$ cat config.mk
export PLATFORM = sky130hd
export DESIGN_NAME = weighted_color_distance_frame_select_top
export DESIGN_NICKNAME = d
export VERILOG_FILES = /design/src/sv/wcdfs_pkg.sv /design/src/sv/weighted_color_distance_frame_select_top.sv
export SDC_FILE = /design/constraint.sdc
export NUM_CORES = 1
export LEC_CHECK = 0
export BUFFER_PORTS_ARGS = -buffer_cell sky130_fd_sc_hd__buf_4
export CORE_UTILIZATION = 50
export DETAILED_ROUTE_END_ITERATION = 8
export PLACE_DENSITY = 0.76
export SLEW_MARGIN = 15
export SYNTH_ARGS = -nofsm -noshare
export SYNTH_HDL_FRONTEND = slang
export SYNTH_SLANG_ARGS = --single-unit
$ cat constraint.sdc
create_clock -name clk -period 16.1 [get_ports clk]
set_input_delay 3.22 -clock clk [delete_from_list [all_inputs] [get_ports clk]]
set_output_delay 3.22 -clock clk [all_outputs]
set_load 0.02 [all_outputs]
$ cat src/sv/wcdfs_pkg.sv
package wcdfs_pkg;

  localparam int MAX_FRAMES = 64;

  // highest frame index reported, also capped by the 6-bit field
  localparam int FRAME_LIM_I = (MAX_FRAMES - 1 > 63) ? 63 : (MAX_FRAMES - 1);
  localparam logic [5:0] FRAME_LIM = 6'(FRAME_LIM_I);

  // configuration register indexes
  localparam logic [0:0] CFG_PICK_FARTHEST = 1'd0;
  localparam logic [0:0] CFG_REF_SOURCE    = 1'd1;

  // reference source codes
  localparam logic [1:0] REF_INPUT = 2'd0;
  localparam logic [1:0] REF_BLACK = 2'd1;
  localparam logic [1:0] REF_WHITE = 2'd2;

  // sequencer step limits
  localparam logic [3:0] MUL_LAST  = 4'd4;
  localparam logic [3:0] ROOT_LAST = 4'd13;

  // first trial bit of the root: 4^13, top even bit below 2^28
  localparam logic [27:0] ROOT_BIT0 = 28'h400_0000;

  typedef enum logic [1:0] {
    ST_IDLE,
    ST_MUL,
    ST_ROOT,
    ST_UPD
  } wcdfs_state_t;

endpackage

$ cat src/sv/weighted_color_distance_frame_select_top.sv
// Channel   Dir  Payload
// in_       in   tdata: cand_c0, cand_c1, cand_c2, ref_c0, ref_c1, ref_c2;
//                tuser: first_frame; tlast: last_frame
// out_      out  tdata: out_c0, out_c1, out_c2, chosen_frame, chosen_distance
// cfg_      in   idx 0 pick_farthest, idx 1 reference_source
//
// Each word passes one accept step, 5 steps on the shared 16x10
// multiplier-accumulator, 14 steps of the bit-serial square root and one update step.
// A last-marked word also waits in the update step while a previous result
// is still held in the output register.
// rst_n is synchronous, active low; it clears control state and the selection.
module weighted_color_distance_frame_select_top (
  input  logic        clk,
  input  logic        rst_n,
  input  logic        in_tvalid,
  output logic        in_tready,
  input  logic [47:0] in_tdata,   // cand_c0, cand_c1, cand_c2, ref_c0, ref_c1, ref_c2
  input  logic        in_tuser,   // first_frame
  input  logic        in_tlast,
  output logic        out_tvalid,
  input  logic        out_tready,
  output logic [39:0] out_tdata,  // out_c0, out_c1, out_c2, chosen_frame, chosen_distance
  input  logic        cfg_we,
  input  logic [0:0]  cfg_idx,
  input  logic [1:0]  cfg_wdata
);
  import wcdfs_pkg::*;

  wcdfs_state_t state_r, state_nxt;
  logic [3:0]  cnt_r;
  logic        pick_far_r;
  logic [1:0]  ref_src_r;

  logic [7:0]  d0_r, d1_r, d2_r, m_r;
  logic [23:0] pix_r;
  logic        first_r, last_r;

  logic [15:0] sq_r;
  logic [27:0] acc_r;   // weighted sum, then root remainder
  logic [27:0] res_r;
  logic [27:0] bit_r;

  logic [9:0]  best_dist_r;
  logic [5:0]  best_idx_r;
  logic [23:0] best_pix_r;
  logic [5:0]  fc_r;
  logic        open_r;

  logic        out_valid_r;
  logic [39:0] out_data_r;

  logic        accept, out_free, upd_go;
  logic [7:0]  r0, r1, r2;
  logic [15:0] mul_a;
  logic [9:0]  mul_b;
  logic [25:0] prod;
  logic [27:0] trial;
  logic [9:0]  cur_dist;
  logic        restart, take;
  logic [5:0]  fc_new;
  logic [9:0]  nb_dist;
  logic [5:0]  nb_idx;
  logic [23:0] nb_pix;

  assign accept   = in_tvalid && in_tready;
  assign out_free = !out_valid_r || out_tready;

  // reference select
  always_comb begin
    unique case (ref_src_r)
      REF_BLACK: begin
        r0 = 8'h00; r1 = 8'h00; r2 = 8'h00;
      end
      REF_WHITE: begin
        r0 = 8'hFF; r1 = 8'hFF; r2 = 8'hFF;
      end
      default: begin
        r0 = in_tdata[31:24]; r1 = in_tdata[39:32]; r2 = in_tdata[47:40];
      end
    endcase
  end

  // shared multiplier operand select
  always_comb begin
    case (cnt_r)
      4'd0:    begin mul_a = {8'd0, d0_r}; mul_b = {2'd0, d0_r}; end
      4'd1:    begin mul_a = sq_r;         mul_b = 10'd512 + {2'd0, m_r}; end
      4'd2:    begin mul_a = {8'd0, d1_r}; mul_b = {2'd0, d1_r}; end
      4'd3:    begin mul_a = {8'd0, d2_r}; mul_b = {2'd0, d2_r}; end
      default: begin mul_a = sq_r;         mul_b = 10'd767 - {2'd0, m_r}; end
    endcase
  end
  assign prod     = mul_a * mul_b;
  assign trial    = res_r + bit_r;
  assign cur_dist = res_r[13:4];

  // selection update
  always_comb begin
    restart = first_r || !open_r;
    if (restart) begin
      fc_new = 6'd0;
      take   = 1'b1;
    end else begin
      fc_new = (fc_r < FRAME_LIM) ? fc_r + 6'd1 : fc_r;
      take   = pick_far_r ? (cur_dist > best_dist_r) : (cur_dist < best_dist_r);
    end
    nb_dist = take ? cur_dist : best_dist_r;
    nb_idx  = take ? fc_new   : best_idx_r;
    nb_pix  = take ? pix_r    : best_pix_r;
  end

  // next state
  always_comb begin
    state_nxt = state_r;
    unique case (state_r)
      ST_IDLE: if (in_tvalid) state_nxt = ST_MUL;
      ST_MUL:  if (cnt_r == MUL_LAST) state_nxt = ST_ROOT;
      ST_ROOT: if (cnt_r == ROOT_LAST) state_nxt = ST_UPD;
      ST_UPD:  if (!last_r || out_free) state_nxt = ST_IDLE;
      default: state_nxt = ST_IDLE;
    endcase
  end

  // sequencer outputs
  always_comb begin
    in_tready = 1'b0;
    upd_go    = 1'b0;
    unique case (state_r)
      ST_IDLE: in_tready = 1'b1;
      ST_UPD:  upd_go = !last_r || out_free;
      default: ;
    endcase
  end

  always_ff @(posedge clk) begin
    if (!rst_n) begin
      state_r    <= ST_IDLE;
      cnt_r      <= 4'd0;
      pick_far_r <= 1'b0;
      ref_src_r  <= REF_INPUT;
    end else begin
      state_r <= state_nxt;
      cnt_r   <= (state_nxt != state_r) ? 4'd0 : cnt_r + 4'd1;
      if (cfg_we) begin
        unique case (cfg_idx)
          CFG_PICK_FARTHEST: pick_far_r <= cfg_wdata[0];
          CFG_REF_SOURCE:    ref_src_r  <= cfg_wdata;
          default: ;
        endcase
      end
    end
  end

  // datapath
  always_ff @(posedge clk) begin
    if (accept) begin
      d0_r    <= (in_tdata[7:0]   > r0) ? in_tdata[7:0]   - r0 : r0 - in_tdata[7:0];
      d1_r    <= (in_tdata[15:8]  > r1) ? in_tdata[15:8]  - r1 : r1 - in_tdata[15:8];
      d2_r    <= (in_tdata[23:16] > r2) ? in_tdata[23:16] - r2 : r2 - in_tdata[23:16];
      m_r     <= 8'(({1'b0, in_tdata[7:0]} + {1'b0, r0}) >> 1);
      pix_r   <= in_tdata[23:0];
      first_r <= in_tuser;
      last_r  <= in_tlast;
    end
    if (state_r == ST_MUL) begin
      case (cnt_r)
        4'd0:    sq_r  <= prod[15:0];
        4'd1:    acc_r <= {2'd0, prod};
        4'd2:    acc_r <= acc_r + {2'd0, prod[15:0], 10'd0};
        4'd3:    sq_r  <= prod[15:0];
        default: acc_r <= acc_r + {2'd0, prod};
      endcase
      res_r <= 28'd0;
      bit_r <= ROOT_BIT0;
    end
    if (state_r == ST_ROOT) begin
      if (acc_r >= trial) begin
        acc_r <= acc_r - trial;
        res_r <= (res_r >> 1) + bit_r;
      end else begin
        res_r <= res_r >> 1;
      end
      bit_r <= bit_r >> 2;
    end
  end

  // selection state and output word
  always_ff @(posedge clk) begin
    if (!rst_n) begin
      best_dist_r <= 10'd0;
      best_idx_r  <= 6'd0;
      best_pix_r  <= 24'd0;
      fc_r        <= 6'd0;
      open_r      <= 1'b0;
      out_valid_r <= 1'b0;
    end else begin
      if (upd_go) begin
        best_dist_r <= nb_dist;
        best_idx_r  <= nb_idx;
        best_pix_r  <= nb_pix;
        fc_r        <= fc_new;
        open_r      <= !last_r;
      end
      if (upd_go && last_r) begin
        out_valid_r <= 1'b1;
        out_data_r  <= {nb_dist, nb_idx, nb_pix};
      end else if (out_valid_r && out_tready) begin
        out_valid_r <= 1'b0;
      end
    end
  end

  assign out_tvalid = out_valid_r;
  assign out_tdata  = out_data_r;

  a_accept_starts: assert property (@(posedge clk) disable iff (!rst_n)
    accept |=> (state_r == ST_MUL) && (cnt_r == 4'd0))
    else $error("accepted word did not start the multiply steps");

  a_root_narrow: assert property (@(posedge clk) disable iff (!rst_n)
    (state_r == ST_UPD) |-> (res_r[27:14] == 14'd0))
    else $error("square root wider than 14 bits");

  a_fc_limit: assert property (@(posedge clk) disable iff (!rst_n)
    fc_r <= FRAME_LIM)
    else $error("frame count past limit");

  a_best_idx: assert property (@(posedge clk) disable iff (!rst_n)
    open_r |-> (best_idx_r <= fc_r))
    else $error("best index ahead of frame count");

  a_out_from_last: assert property (@(posedge clk) disable iff (!rst_n)
    $rose(out_valid_r) |-> ($past(state_r) == ST_UPD) && $past(last_r))
    else $error("result raised without a last word");

endmodule

==> metrics.txt <==
# TYPE chip_impl_metric gauge
chip_impl_info{name="outcome",value="finished, final reports clean"} 1
chip_impl_metric{name="grt_pass1_vias",unit=""} 18350
chip_impl_metric{name="worst-path-max-fanout",unit=""} 25
chip_impl_metric{name="yosys_warnings",unit=""} 0
chip_impl_info{name="synth_top_cells_by_count",value="sky130_fd_sc_hd__nand2_1, sky130_fd_sc_hd__ha_1, sky130_fd_sc_hd__inv_1"} 1
chip_impl_metric{name="share_of_layout_cells_above_drive_strength_1",unit=""} 0.08304
chip_impl_metric{name="cts_sinks",unit=""} 241
chip_impl_metric{name="average_wire_per_standard_cell",unit="µm"} 18.56
chip_impl_metric{name="firstDrtPassIters",unit=""} 7
chip_impl_info{name="synth_flop_cell",value="sky130_fd_sc_hd__edfxtp_1"} 1
chip_impl_metric{name="syn-num-nets",unit=""} 2894
chip_impl_metric{name="vias",unit=""} 18620
chip_impl_metric{name="syn_inst",unit=""} 2484
chip_impl_metric{name="worst-r2r-cell-count",unit=""} 33
chip_impl_info{name="tritoncts",value="done"} 1
chip_impl_metric{name="route.layer.met1.wl",unit="µm"} 25470
chip_impl_metric{name="layout_area_overhead",unit="%"} 9.922
chip_impl_metric{name="holdBufCountCts",unit=""} 0
chip_impl_metric{name="cts_htree_levels",unit=""} 1
chip_impl_metric{name="critPathMaxStageDelay",unit="ps"} 960
chip_impl_info{name="synth_most_common_cell",value="sky130_fd_sc_hd__nand2_1"} 1
chip_impl_metric{name="row_count",unit=""} 77
chip_impl_metric{name="worst_hold_slack",unit="ps"} 455.9
chip_impl_metric{name="die_w",unit="µm"} 214.1
chip_impl_metric{name="arr_time_crit_path",unit="ps"} 10970
chip_impl_metric{name="fin_cells",unit=""} 3157
chip_impl_info{name="criticalPathCategory",value="reg -> reg"} 1
chip_impl_metric{name="post-synth-top-area-fraction",unit=""} 0.2069
chip_impl_metric{name="timing_limited_maximum_frequency",unit="MHz"} 94.94
chip_impl_metric{name="setup_tns",unit="ps"} 0
chip_impl_metric{name="grt_antenna_before_repair",unit=""} 0
chip_impl_info{name="timing.critical_path.slowest_stage_cell",value="sky130_fd_sc_hd__o221ai_2"} 1
chip_impl_metric{name="floorplan.die.height",unit="µm"} 214.1
chip_impl_info{name="critical_path.most_common_cell",value="sky130_fd_sc_hd__fa_1"} 1
chip_impl_metric{name="synth_sequential_area_ratio",unit=""} 0.2834
chip_impl_metric{name="cell_area_after_synthesis",unit="mm²"} 0.02250
chip_impl_metric{name="core_area",unit="mm²"} 0.04432
chip_impl_metric{name="grt_start_max_net_pins",unit=""} 96
chip_impl_metric{name="finalWorstPathRequiredPeriod",unit="ps"} 10530
chip_impl_metric{name="die_area",unit="mm²"} 0.04585
chip_impl_metric{name="detail_route.wirelength",unit="µm"} 58590
chip_impl_metric{name="effective_utilization_at_floorplan",unit=""} 0.5077
chip_impl_metric{name="antenna-diode-count",unit=""} 0
chip_impl_metric{name="asyncSetResetFlopFracSynth",unit=""} 0
chip_impl_metric{name="hold_path_depth",unit=""} 2
chip_impl_metric{name="synth_area_per_cell",unit="µm²"} 9.057
chip_impl_metric{name="grt-ovfl-total",unit=""} 0
chip_impl_metric{name="nNetsFinal",unit=""} 2953
chip_impl_metric{name="grt_use_total",unit=""} 0.2513
chip_impl_metric{name="report.final.slew_viol_count",unit=""} 0
chip_impl_metric{name="cts_resized",unit=""} 0
chip_impl_metric{name="fillerInstances",unit=""} 3961
chip_impl_metric{name="clockBufferDepth",unit=""} 3
chip_impl_metric{name="crit_required",unit="ps"} 16540
chip_impl_metric{name="clk_pin_slew_worst_setup_hold_paths",unit="ps"} 70
chip_impl_metric{name="portBuffers",unit=""} 99
chip_impl_metric{name="dp_hpwl",unit="µm"} 45300
chip_impl_metric{name="last_weighted_congestion_value_of_the_routability_driven_placer",unit=""} 0.9620
chip_impl_metric{name="fin_area",unit="mm²"} 0.02473
chip_impl_metric{name="min_period_over_period",unit=""} 0.6542
chip_impl_metric{name="detailed_place.area",unit="mm²"} 0.02382
chip_impl_info{name="grt_setup_unrepaired",value="false"} 1
chip_impl_metric{name="number_of_instances_in_the_placed_design",unit=""} 3105
chip_impl_info{name="netlist.top_cell.by_area",value="sky130_fd_sc_hd__edfxtp_1"} 1
chip_impl_metric{name="worst-slew-pin-transition",unit="ps"} 1263
chip_impl_metric{name="worst_skew_pair.late_latency",unit="ps"} 580
chip_impl_info{name="post_synth_main_area_contributors",value="sky130_fd_sc_hd__edfxtp_1, sky130_fd_sc_hd__ha_1, sky130_fd_sc_hd__fa_1"} 1
chip_impl_info{name="cp-end-kind",value="register"} 1
chip_impl_metric{name="setup_clock_skew_after_layout",unit="ps"} 51.07
chip_impl_metric{name="ant_nets",unit=""} 0
chip_impl_metric{name="wl_met3",unit="µm"} 3150
chip_impl_metric{name="timing.final.setup_violations",unit=""} 0
chip_impl_metric{name="synth-seq-cells",unit=""} 241
chip_impl_info{name="cts_root_buffer",value="sky130_fd_sc_hd__clkbuf_16"} 1
chip_impl_metric{name="drc_viols",unit=""} 0
chip_impl_metric{name="hold_violations",unit=""} 0
chip_impl_metric{name="drt_first_iter_violations",unit=""} 1336
chip_impl_metric{name="synth-edff-count",unit=""} 155
chip_impl_metric{name="ios",unit=""} 100
chip_impl_metric{name="cts_setup_buffers",unit=""} 0
chip_impl_info{name="highest-signal-layer",value="met4"} 1
chip_impl_metric{name="max_slew_margin",unit=""} 0.1543
chip_impl_metric{name="synth_cell_types",unit=""} 84
chip_impl_metric{name="max-cap-violations",unit=""} 0
chip_impl_metric{name="vias_per_cell",unit=""} 5.898
chip_impl_metric{name="grt_pass1_wl",unit="µm"} 94780
chip_impl_metric{name="tritoncts.num_buffers",unit=""} 28
chip_impl_info{name="critPathLaunchType",value="register"} 1
chip_impl_metric{name="met2RoutedLength",unit="µm"} 28370
chip_impl_info{name="hp-class",value="reg -> reg"} 1
==> placed cells by master (no fill, tap or decap), types with 29 or more instances in the layout <==
master / n
sky130_fd_sc_hd__edfxtp_1: 155
sky130_fd_sc_hd__fa_1: 105
sky130_fd_sc_hd__nor2_1: 209
sky130_fd_sc_hd__xnor2_1: 81
sky130_fd_sc_hd__buf_4: 117
sky130_fd_sc_hd__a21oi_1: 161
sky130_fd_sc_hd__inv_1: 224
sky130_fd_sc_hd__xor2_1: 70
sky130_fd_sc_hd__a21o_1: 87
sky130_fd_sc_hd__nand3_1: 43
sky130_fd_sc_hd__mux2i_1: 55
sky130_fd_sc_hd__nand2_1: 274
sky130_fd_sc_hd__mux2_1: 29
sky130_fd_sc_hd__ha_1: 247
sky130_fd_sc_hd__nor3_1: 38
sky130_fd_sc_hd__nor2b_1: 30
sky130_fd_sc_hd__a211oi_1: 36
sky130_fd_sc_hd__dfxtp_1: 86
sky130_fd_sc_hd__o21ai_0: 65
==> flip-flops by register name, indices dropped and copies added (netlist names), 2 cells and up <==
| name | count |
|---|---|
| acc_r | 28 |
| best_dist_r | 10 |
| best_idx_r | 6 |
| best_pix_r | 24 |
| bit_r | 14 |
| cnt_r | 4 |
| d0_r | 8 |
| d1_r | 8 |
| d2_r | 8 |
| fc_r | 6 |
| m_r | 8 |
| out_tdata | 40 |
| pix_r | 24 |
| ref_src_r | 2 |
| res_r | 28 |
| sq_r | 16 |
| state_r | 2 |
==> area by class of cell <==
cell class	count	area, µm²	share of cell area
Clock buffer	42	803.3	0.03248
Clock inverter	10	103.9	0.004199
Multi-Input combinational cell	1930	14980	0.6059
Tap cell	592	740.7	0.02995
Sequential cell	241	6376	0.2578
Inverter	225	844.6	0.03415
Timing Repair Buffer	117	878.3	0.03552
==> per-layer routing <==
metal / up-vias / track usage
met5: - / 0
met3: 113 / 0.03617
met2: 550 / 0.4351
met4: 0 / 0.06905
li1: 8937 / -
met1: 9020 / 0.3265
==> worst max-delay path: cells and delay by family, from the launching register on <==
family,cells,cell delay (ps)
fa+ha+maj,8,3400
xor+xnor,1,270
flops,1,390
simple gates,8,2850
buf+inv,4,250
compound gates,12,3240
==> cells by family (layout without fill, tap and decap cells) <==
group,after synthesis,in the layout,share of synthesized area
flip-flops,241,241,0.2834
AND/OR/NAND/NOR,731,731,0.1476
buffers and inverters,313,394,0.05289
AO/OA/AOI/OAI,598,598,0.1805
multiplexers,98,98,0.04599
adder cells (fa/ha/maj),352,352,0.2308
XOR/XNOR,151,151,0.05878
==> path summary, 6_finish.rpt <==
check / from / end / slack (ps)
setup / recovery: cnt_r[0] / acc_r[24] / 5570
hold reg to reg: best_pix_r[23] / best_pix_r[23] / 460
setup reg to reg: cnt_r[0] / acc_r[24] / 5570
hold / removal: best_pix_r[23] / best_pix_r[23] / 460
==> stage by stage <==
| step | utilization | worst slack, ps |
|---|---|---|
| after floorplan | - | 7761 |
| after global placement | 0.5374 | 5663 |
| after detailed placement | 0.5375 | 5719 |
| after CTS | 0.5580 | 5654 |
| after global routing | 0.5580 | 4856 |
| final | 0.5580 | 5567 |
Power is not shown: default switching activity piles up to over one toggle a cycle in this logic, so the estimate is an artifact.
